==> src/hdl/kgr_pkg.sv <==
package kgr_pkg;

   localparam int MAX_GROUP = 16;
   localparam int DATA_W    = 32;
   localparam int CFG_W     = 5;
   localparam int CNT_W     = $clog2(MAX_GROUP + 1);
   localparam int ADDR_W    = (MAX_GROUP > 1) ? $clog2(MAX_GROUP) : 1;

   localparam logic [CFG_W-1:0] GROUP_SIZE_RESET = CFG_W'(3);

   typedef enum logic [1:0] {
      ST_IDLE,
      ST_READ,
      ST_SEND
   } state_type;

   typedef struct packed {
      logic accept;
      logic rd;
      logic finish;
   } cmd_type;

   typedef struct packed {
      logic emit;
      logic out_last;
   } status_type;

   function automatic logic [CNT_W-1:0] eff_size(input logic [CFG_W-1:0] gs);
      logic [CNT_W-1:0] g;
      if (gs == '0) begin
         g = CNT_W'(1);
      end else if (int'(gs) > MAX_GROUP) begin
         g = CNT_W'(MAX_GROUP);
      end else begin
         g = CNT_W'(gs);
      end
      return g;
   endfunction

endpackage

==> src/hdl/kgr_req_if.sv <==
interface kgr_req_if;
   import kgr_pkg::*;

   logic                     valid;
   logic                     ready;
   logic signed [DATA_W-1:0] value;
   logic                     end_of_list;

   modport source (output valid, output value, output end_of_list, input ready);
   modport sink   (input valid, input value, input end_of_list, output ready);
endinterface

==> src/hdl/kgr_rsp_if.sv <==
interface kgr_rsp_if;
   import kgr_pkg::*;

   logic                     valid;
   logic                     ready;
   logic signed [DATA_W-1:0] out_value;
   logic                     run_last;
   logic                     list_done;

   modport source (output valid, output out_value, output run_last, output list_done,
                   input ready);
   modport sink   (input valid, input out_value, input run_last, input list_done,
                   output ready);
endinterface

==> src/hdl/kgr_ram.sv <==
module kgr_ram #(
   parameter int WIDTH = 32,
   parameter int DEPTH = 16
) (
   input  logic                     clock,
   input  logic                     wr_en,
   input  logic [$clog2(DEPTH)-1:0] wr_addr,
   input  logic [WIDTH-1:0]         wr_data,
   input  logic                     rd_en,
   input  logic [$clog2(DEPTH)-1:0] rd_addr,
   output logic [WIDTH-1:0]         rd_data
);

   logic [WIDTH-1:0] mem_ff [DEPTH];
   logic [WIDTH-1:0] rd_data_ff;

   always_ff @(posedge clock) begin
      if (wr_en) begin
         mem_ff[wr_addr] <= wr_data;
      end
      if (rd_en) begin
         rd_data_ff <= mem_ff[rd_addr];
      end
   end

   assign rd_data = rd_data_ff;

endmodule

==> src/hdl/kgr_datapath.sv <==
module kgr_datapath
   import kgr_pkg::*;
(
   input  logic                     clock,
   input  logic                     reset,
   input  logic                     csr_write_enable,
   input  logic [CFG_W-1:0]         csr_write_data,
   input  logic signed [DATA_W-1:0] in_value,
   input  logic                     in_end_of_list,
   input  cmd_type                  cmd,
   output status_type               status,
   output logic signed [DATA_W-1:0] out_value,
   output logic                     out_run_last,
   output logic                     out_list_done
);

   logic [CFG_W-1:0]  group_size_ff;
   logic [CNT_W-1:0]  count_ff;
   logic [CNT_W-1:0]  count_in;
   logic [CNT_W-1:0]  idx_ff;
   logic [CNT_W-1:0]  idx_in;
   logic              reverse_ff;
   logic              eol_ff;
   logic              last_ff;
   logic [CNT_W-1:0]  size;
   logic [CNT_W-1:0]  count_next;
   logic              full;
   logic [CNT_W-1:0]  rd_pos;
   logic [DATA_W-1:0] rd_data;
   logic              wr_en;

   assign size       = eff_size(group_size_ff);
   assign count_next = count_ff + CNT_W'(1);
   assign full       = (count_next >= size);
   assign wr_en      = cmd.accept && (int'(count_ff) < MAX_GROUP);
   assign rd_pos     = reverse_ff ? (count_ff - CNT_W'(1) - idx_ff) : idx_ff;

   assign status.emit     = full || in_end_of_list;
   assign status.out_last = last_ff;

   always_comb begin
      count_in = count_ff;
      idx_in   = idx_ff;
      if (cmd.accept) begin
         count_in = count_next;
         idx_in   = '0;
      end
      if (cmd.rd) begin
         idx_in = idx_ff + CNT_W'(1);
      end
      if (cmd.finish) begin
         count_in = '0;
      end
   end

   always_ff @(posedge clock) begin
      if (reset) begin
         group_size_ff <= GROUP_SIZE_RESET;
         count_ff      <= '0;
         idx_ff        <= '0;
         last_ff       <= 1'b0;
      end else begin
         if (csr_write_enable) begin
            group_size_ff <= csr_write_data;
         end
         count_ff <= count_in;
         idx_ff   <= idx_in;
         if (cmd.rd) begin
            last_ff <= (idx_ff == count_ff - CNT_W'(1));
         end
      end
   end

   always_ff @(posedge clock) begin
      if (cmd.accept) begin
         reverse_ff <= full;
         eol_ff     <= in_end_of_list;
      end
   end

   kgr_ram #(
      .WIDTH (DATA_W),
      .DEPTH (MAX_GROUP)
   ) u_buf (
      .clock   (clock),
      .wr_en   (wr_en),
      .wr_addr (count_ff[ADDR_W-1:0]),
      .wr_data (in_value),
      .rd_en   (cmd.rd),
      .rd_addr (rd_pos[ADDR_W-1:0]),
      .rd_data (rd_data)
   );

   assign out_value     = rd_data;
   assign out_run_last  = last_ff;
   assign out_list_done = last_ff && eol_ff;

   a_count_range: assert property (@(posedge clock) disable iff (reset)
      int'(count_ff) <= MAX_GROUP)
      else $error("held count out of range");

   a_accept_room: assert property (@(posedge clock) disable iff (reset)
      cmd.accept |-> (int'(count_ff) < MAX_GROUP))
      else $error("value accepted with full buffer");

   a_read_bound: assert property (@(posedge clock) disable iff (reset)
      cmd.rd |-> (idx_ff < count_ff))
      else $error("read beyond held values");

endmodule

==> src/hdl/kgr_ctrl.sv <==
module kgr_ctrl
   import kgr_pkg::*;
(
   input  logic       clock,
   input  logic       reset,
   input  logic       in_valid,
   output logic       in_ready,
   output logic       out_valid,
   input  logic       out_ready,
   input  status_type status,
   output cmd_type    cmd
);

   state_type state_ff;
   state_type state_in;

   always_ff @(posedge clock) begin
      if (reset) begin
         state_ff <= ST_IDLE;
      end else begin
         state_ff <= state_in;
      end
   end

   always_comb begin
      state_in   = state_ff;
      in_ready   = 1'b0;
      out_valid  = 1'b0;
      cmd        = '0;
      unique case (state_ff)
         ST_IDLE: begin
            in_ready = 1'b1;
            if (in_valid) begin
               cmd.accept = 1'b1;
               if (status.emit) begin
                  state_in = ST_READ;
               end
            end
         end
         ST_READ: begin
            cmd.rd   = 1'b1;
            state_in = ST_SEND;
         end
         ST_SEND: begin
            out_valid = 1'b1;
            if (out_ready) begin
               if (status.out_last) begin
                  cmd.finish = 1'b1;
                  state_in   = ST_IDLE;
               end else begin
                  cmd.rd = 1'b1;
               end
            end
         end
         default: begin
            state_in = ST_IDLE;
         end
      endcase
   end

   a_emit_starts_drain: assert property (@(posedge clock) disable iff (reset)
      (state_ff == ST_IDLE && in_valid && status.emit) |=> (state_ff == ST_READ))
      else $error("emitting transfer did not start drain");

   a_read_then_send: assert property (@(posedge clock) disable iff (reset)
      (state_ff == ST_READ) |=> (state_ff == ST_SEND))
      else $error("read not followed by send");

   a_cmd_exclusive: assert property (@(posedge clock) disable iff (reset)
      !(cmd.accept && (cmd.rd || cmd.finish)))
      else $error("accept overlaps drain");

   a_finish_idle: assert property (@(posedge clock) disable iff (reset)
      cmd.finish |=> (state_ff == ST_IDLE))
      else $error("finish did not return to idle");

endmodule

==> src/hdl/k_group_reverser_top.sv <==
// An item that ends a group or the list moves the block to ST_READ (buffer read),
// then ST_SEND, which offers results one per cycle while rsp is ready.
// Items that complete nothing are taken one per cycle; an item that emits n
// values runs accept, buffer read and n result transfers, with no new item taken.
// Reset: synchronous, active high; clears the held count, returns group_size to 3.
module k_group_reverser_top
   import kgr_pkg::*;
(
   input  logic             clock,
   input  logic             reset,
   kgr_req_if.sink          req_chan,
   kgr_rsp_if.source        rsp_chan,
   input  logic             csr_write_enable,
   input  logic [CFG_W-1:0] csr_write_data
);

   cmd_type    cmd;
   status_type status;

   kgr_ctrl u_ctrl (
      .clock     (clock),
      .reset     (reset),
      .in_valid  (req_chan.valid),
      .in_ready  (req_chan.ready),
      .out_valid (rsp_chan.valid),
      .out_ready (rsp_chan.ready),
      .status    (status),
      .cmd       (cmd)
   );

   kgr_datapath u_datapath (
      .clock            (clock),
      .reset            (reset),
      .csr_write_enable (csr_write_enable),
      .csr_write_data   (csr_write_data),
      .in_value         (req_chan.value),
      .in_end_of_list   (req_chan.end_of_list),
      .cmd              (cmd),
      .status           (status),
      .out_value        (rsp_chan.out_value),
      .out_run_last     (rsp_chan.run_last),
      .out_list_done    (rsp_chan.list_done)
   );

endmodule
==> src/flat_wrapper.sv <==
// flat-port wrapper written by rule: the top's interface ports become plain ports
module k_group_reverser_top_flat import kgr_pkg::*;
  (clock, reset, csr_write_enable, csr_write_data, req_chan_valid, req_chan_value, req_chan_end_of_list, req_chan_ready, rsp_chan_valid, rsp_chan_out_value, rsp_chan_run_last, rsp_chan_list_done, rsp_chan_ready);
  kgr_req_if req_chan_i ();
  kgr_rsp_if rsp_chan_i ();
  input  logic clock;
  input  logic reset;
  input  logic csr_write_enable;
  input  logic [CFG_W-1:0] csr_write_data;
  input wire logic [$bits(req_chan_i.valid)-1:0] req_chan_valid;
  input wire logic [$bits(req_chan_i.value)-1:0] req_chan_value;
  input wire logic [$bits(req_chan_i.end_of_list)-1:0] req_chan_end_of_list;
  output wire logic [$bits(req_chan_i.ready)-1:0] req_chan_ready;
  output wire logic [$bits(rsp_chan_i.valid)-1:0] rsp_chan_valid;
  output wire logic [$bits(rsp_chan_i.out_value)-1:0] rsp_chan_out_value;
  output wire logic [$bits(rsp_chan_i.run_last)-1:0] rsp_chan_run_last;
  output wire logic [$bits(rsp_chan_i.list_done)-1:0] rsp_chan_list_done;
  input wire logic [$bits(rsp_chan_i.ready)-1:0] rsp_chan_ready;
  assign req_chan_i.valid = req_chan_valid;
  assign req_chan_i.value = req_chan_value;
  assign req_chan_i.end_of_list = req_chan_end_of_list;
  assign req_chan_ready = req_chan_i.ready;
  assign rsp_chan_valid = rsp_chan_i.valid;
  assign rsp_chan_out_value = rsp_chan_i.out_value;
  assign rsp_chan_run_last = rsp_chan_i.run_last;
  assign rsp_chan_list_done = rsp_chan_i.list_done;
  assign rsp_chan_i.ready = rsp_chan_ready;
  k_group_reverser_top u_core (.clock(clock), .reset(reset), .req_chan(req_chan_i), .rsp_chan(rsp_chan_i), .csr_write_enable(csr_write_enable), .csr_write_data(csr_write_data));
endmodule
==> config.mk <==
export PLATFORM = sky130hd
export DESIGN_NAME = k_group_reverser_top_flat
export DESIGN_NICKNAME = d
export VERILOG_FILES = /design/src/hdl/kgr_pkg.sv /design/src/hdl/kgr_req_if.sv /design/src/hdl/kgr_rsp_if.sv /design/src/hdl/kgr_ram.sv /design/src/hdl/kgr_datapath.sv /design/src/hdl/kgr_ctrl.sv /design/src/hdl/k_group_reverser_top.sv /design/src/flat_wrapper.sv
export SDC_FILE = /design/constraint.sdc
export NUM_CORES = 1
export LEC_CHECK = 0
export BUFFER_PORTS_ARGS = -buffer_cell sky130_fd_sc_hd__buf_2
export CAP_MARGIN = 30
export CELL_PAD_IN_SITES_DETAIL_PLACEMENT = 1
export CELL_PAD_IN_SITES_GLOBAL_PLACEMENT = 2
export CORE_MARGIN = 1.5
export CORE_UTILIZATION = 49
export DETAILED_ROUTE_END_ITERATION = 16
export HOLD_SLACK_MARGIN = 0.12
export PLACE_DENSITY_LB_ADDON = 0.1
export SLEW_MARGIN = 25
export SYNTH_ARGS = -nofsm -noshare
export SYNTH_HDL_FRONTEND = slang
export SYNTH_SLANG_ARGS = --single-unit
==> constraint.sdc <==
create_clock -name clock -period 4.8 [get_ports clock]
set_input_delay 0.72 -clock clock [delete_from_list [all_inputs] [get_ports clock]]
set_output_delay 0.72 -clock clock [all_outputs]
set_load 0.01 [all_outputs]
==> reports/results.ini <==
[floorplan]
die_h_um = 214
start_util = 0.497
pin_count = 79
num_rows = 77
core_area_um2 = 44100
die_w_um = 214
dieArea_um2 = 46000

[worst_hold_path]
min_path_cells = 2
hp-start = csr_write_data[0]
min_path_type = in2reg

[power]
intPower_uw = 9240
p_total_uw = 12300
swShare = 0.249
p_comb_frac = 0.179
clock_power_share = 0.362
p_seq_frac = 0.459
power_density_nw_per_um2 = 491
vdd_drop_max_v = 0.000347
p_switching_uw = 3070
power_leakage_uw = 0.00841

[timing]
slew-limit-headroom = 0.427
hold_ws_ns = 0.320
period_share = 0.683
report.final.slew_viol_count = 0
finClkSkew_ns = 0.0154
setup_viol = 0
fin_crit_ns = 3.28
hold_violations = 0
tns_ns = 0
tightest_slew_ns = 0.857
fmaxAchievable_mhz = 305
rsz0062_at_grt = false

[critical_path]
crit_path_end_kind = flop
worstSetupStartpointType = flop
r2r-start = u_core.u_datapath.reverse_ff$_DFFE_PP_
reg2reg_depth = 5
cp.required_ns = 5.13
criticalPathCategory = reg2reg
crit_arrival_ns = 3.61
cp_max_fo = 80
cp-startpoint = u_core.u_datapath.reverse_ff$_DFFE_PP_

[cts]
numCtsBuffers = 56
tritoncts = built
clk_latency_ns = 0.60
cts_setup_buffers = 0
cts_sinks = 564
clk_pin_slew_ns = 0.06
hold_buffers = 0
cts_resized = 0
root_buffer = clkbuf_16
clockBufferDepth = 3
cts_htree_levels = 2

[synth]
post-synth-top-count-cell = edfxtp_1
synth_common_cells = edfxtp_1, mux4_2, mux2i_1
syn_area_per_cell_um2 = 22.2
yosysSeqAreaShare = 0.765
synth_area_leaders = edfxtp_1, mux4_2, mux2i_1, dfxtp_1, ha_1
ys_types = 36
synthCells = 986
dominantRegCellSynth = edfxtp_1
syn_area_um2 = 21900
synthArstFlopShare = 0
synth_top_area_share = 0.748
synth.largest_area_cell = edfxtp_1
ys_warn_count = 0
synth-edff-count = 546
syn-num-nets = 1047
ys_ff_latch = 564

[detailed_routing]
route.detailed.drc = 0
routed_wl_um = 47600
avgRoutedWirePerCell_um = 27.2
firstDrtPassIters = 4
vias = 9969
viasPerCell = 5.70
first_iter_violations = 729
ant_nets = 0

[global_routing]
grt_use_total = 0.213
grt_pass1_vias = 11000
gr-total-overflow = 0
antenna_found_initial = 3
grt_pass1_wl_um = 71400
grt_max_degree = 81

[placement]
place.gp.congestion = 0.694
post-dp-hpwl_um = 25400
port_buffers = 78
dp.cells = 1644

[finish]
fin_cells = 1750
fillers = 3805
fin_util = 0.568
antenna_cells = 0
syn_to_final_growth_pct = 14.4
drive_above_1_share = 0.301
nets = 1171

[run]
drv_cap = 0

[run_status]
status = complete, no violations

==> worst max-delay path, stage by stage, from the launching register on <==
cell      delay (ns)
edfxtp_1        0.60
o21ai_4         0.75
buf_12          0.54
mux4_2          0.60
mux2i_1         0.19
mux2i_1         0.13
==> sequential cells by signal, indices dropped and copies added (netlist names) <==
name and flops:
u_core.u_ctrl.state_ff 2, u_core.u_datapath.count_ff 5, u_core.u_datapath.eol_ff 1, u_core.u_datapath.group_size_ff 5
u_core.u_datapath.idx_ff 5, u_core.u_datapath.out_run_last 1, u_core.u_datapath.reverse_ff 1, u_core.u_datapath.u_buf.mem_ff 512
u_core.u_datapath.u_buf.rd_data 32
==> final cells by class <==
cell class / count / area (um2) / share of cell area
Sequential cell: 564 / 16800 / 0.668
Multi-Input combinational cell: 365 / 4900 / 0.195
Tap cell: 592 / 741 / 0.0295
Inverter: 14 / 52.6 / 0.00210
Clock inverter: 43 / 457 / 0.0182
Clock buffer: 63 / 1430 / 0.0570
Timing Repair Buffer: 109 / 738 / 0.0294
==> power groups by stage <==
stage          combinational [uW]  sequential, uW  clock, uW
3_5_place_dp                 2240            5750          0
2_1_floorplan                1740            5740          0
5_1_grt                      2390            5660       4720
4_1_cts                      2260            5650       4560
3_3_place_gp                 2230            5750          0
6_report                     2200            5650       4460
==> cells by family (layout without fill, tap and decap cells) <==
kind of cell,Yosys count,after routing,synth area share
compound gates,33,33,0.00971
xor+xnor,12,12,0.00480
fa+ha+maj,18,18,0.0106
buf+inv,57,229,0.0180
flops,564,564,0.765
mux,228,228,0.177
simple gates,74,74,0.0148
==> routing by layer <==
layer | GRT usage | vias up | wire, um
met3 | 0.0315 | 79 | 1760
met5 | 0 | - | 39
met4 | 0.0681 | 6 | 1240
li1 | - | 4345 | -
met2 | 0.360 | 200 | 24000
met1 | 0.289 | 5339 | 20500
==> stage by stage <==
step / setup WS (ns) / area [um2]
final: 1.52 / 25100
after global placement: 1.58 / 23100
after global routing: 1.31 / 25100
after floorplan: 0.939 / 21900
after detailed placement: 1.56 / 23200
after CTS: 1.47 / 25100
==> layout by cell type (no fill, tap or decap), drive strengths merged <==
master,n
edfxtp,546
mux4,128
buf,109
mux2i,100
clkbuf,63
nor2,32
clkinv,26
nand2,18
dfxtp,18
inv,18
ha,17
a21oi,14
xnor2,8
bufinv,8
nand3,7
o21ai,7
nor3,6
clkinvlp,5
xor2,4
a21o,4
nand2b,3
or3,2
and2,2
nor2b,2
a211o,2
a211oi,2
o211ai,1
a221oi,1
a31o,1
a2111oi,1
or3b,1
nor4,1
fa,1
==> path summary, 6_finish.rpt <==
kind / end / slack, ns
min: u_core.u_datapath.group_size_ff[0]$_SDFFE_PP1P_ / 0.32
max: u_core.u_datapath.u_buf.rd_data[21]$_DFFE_PP_ / 1.52
min reg2reg: u_core.u_datapath.idx_ff[4]$_SDFFE_PP0P_ / 0.49
max reg2reg: u_core.u_datapath.u_buf.rd_data[21]$_DFFE_PP_ / 1.52
Note: power is estimated with default switching activity, not from simulation.
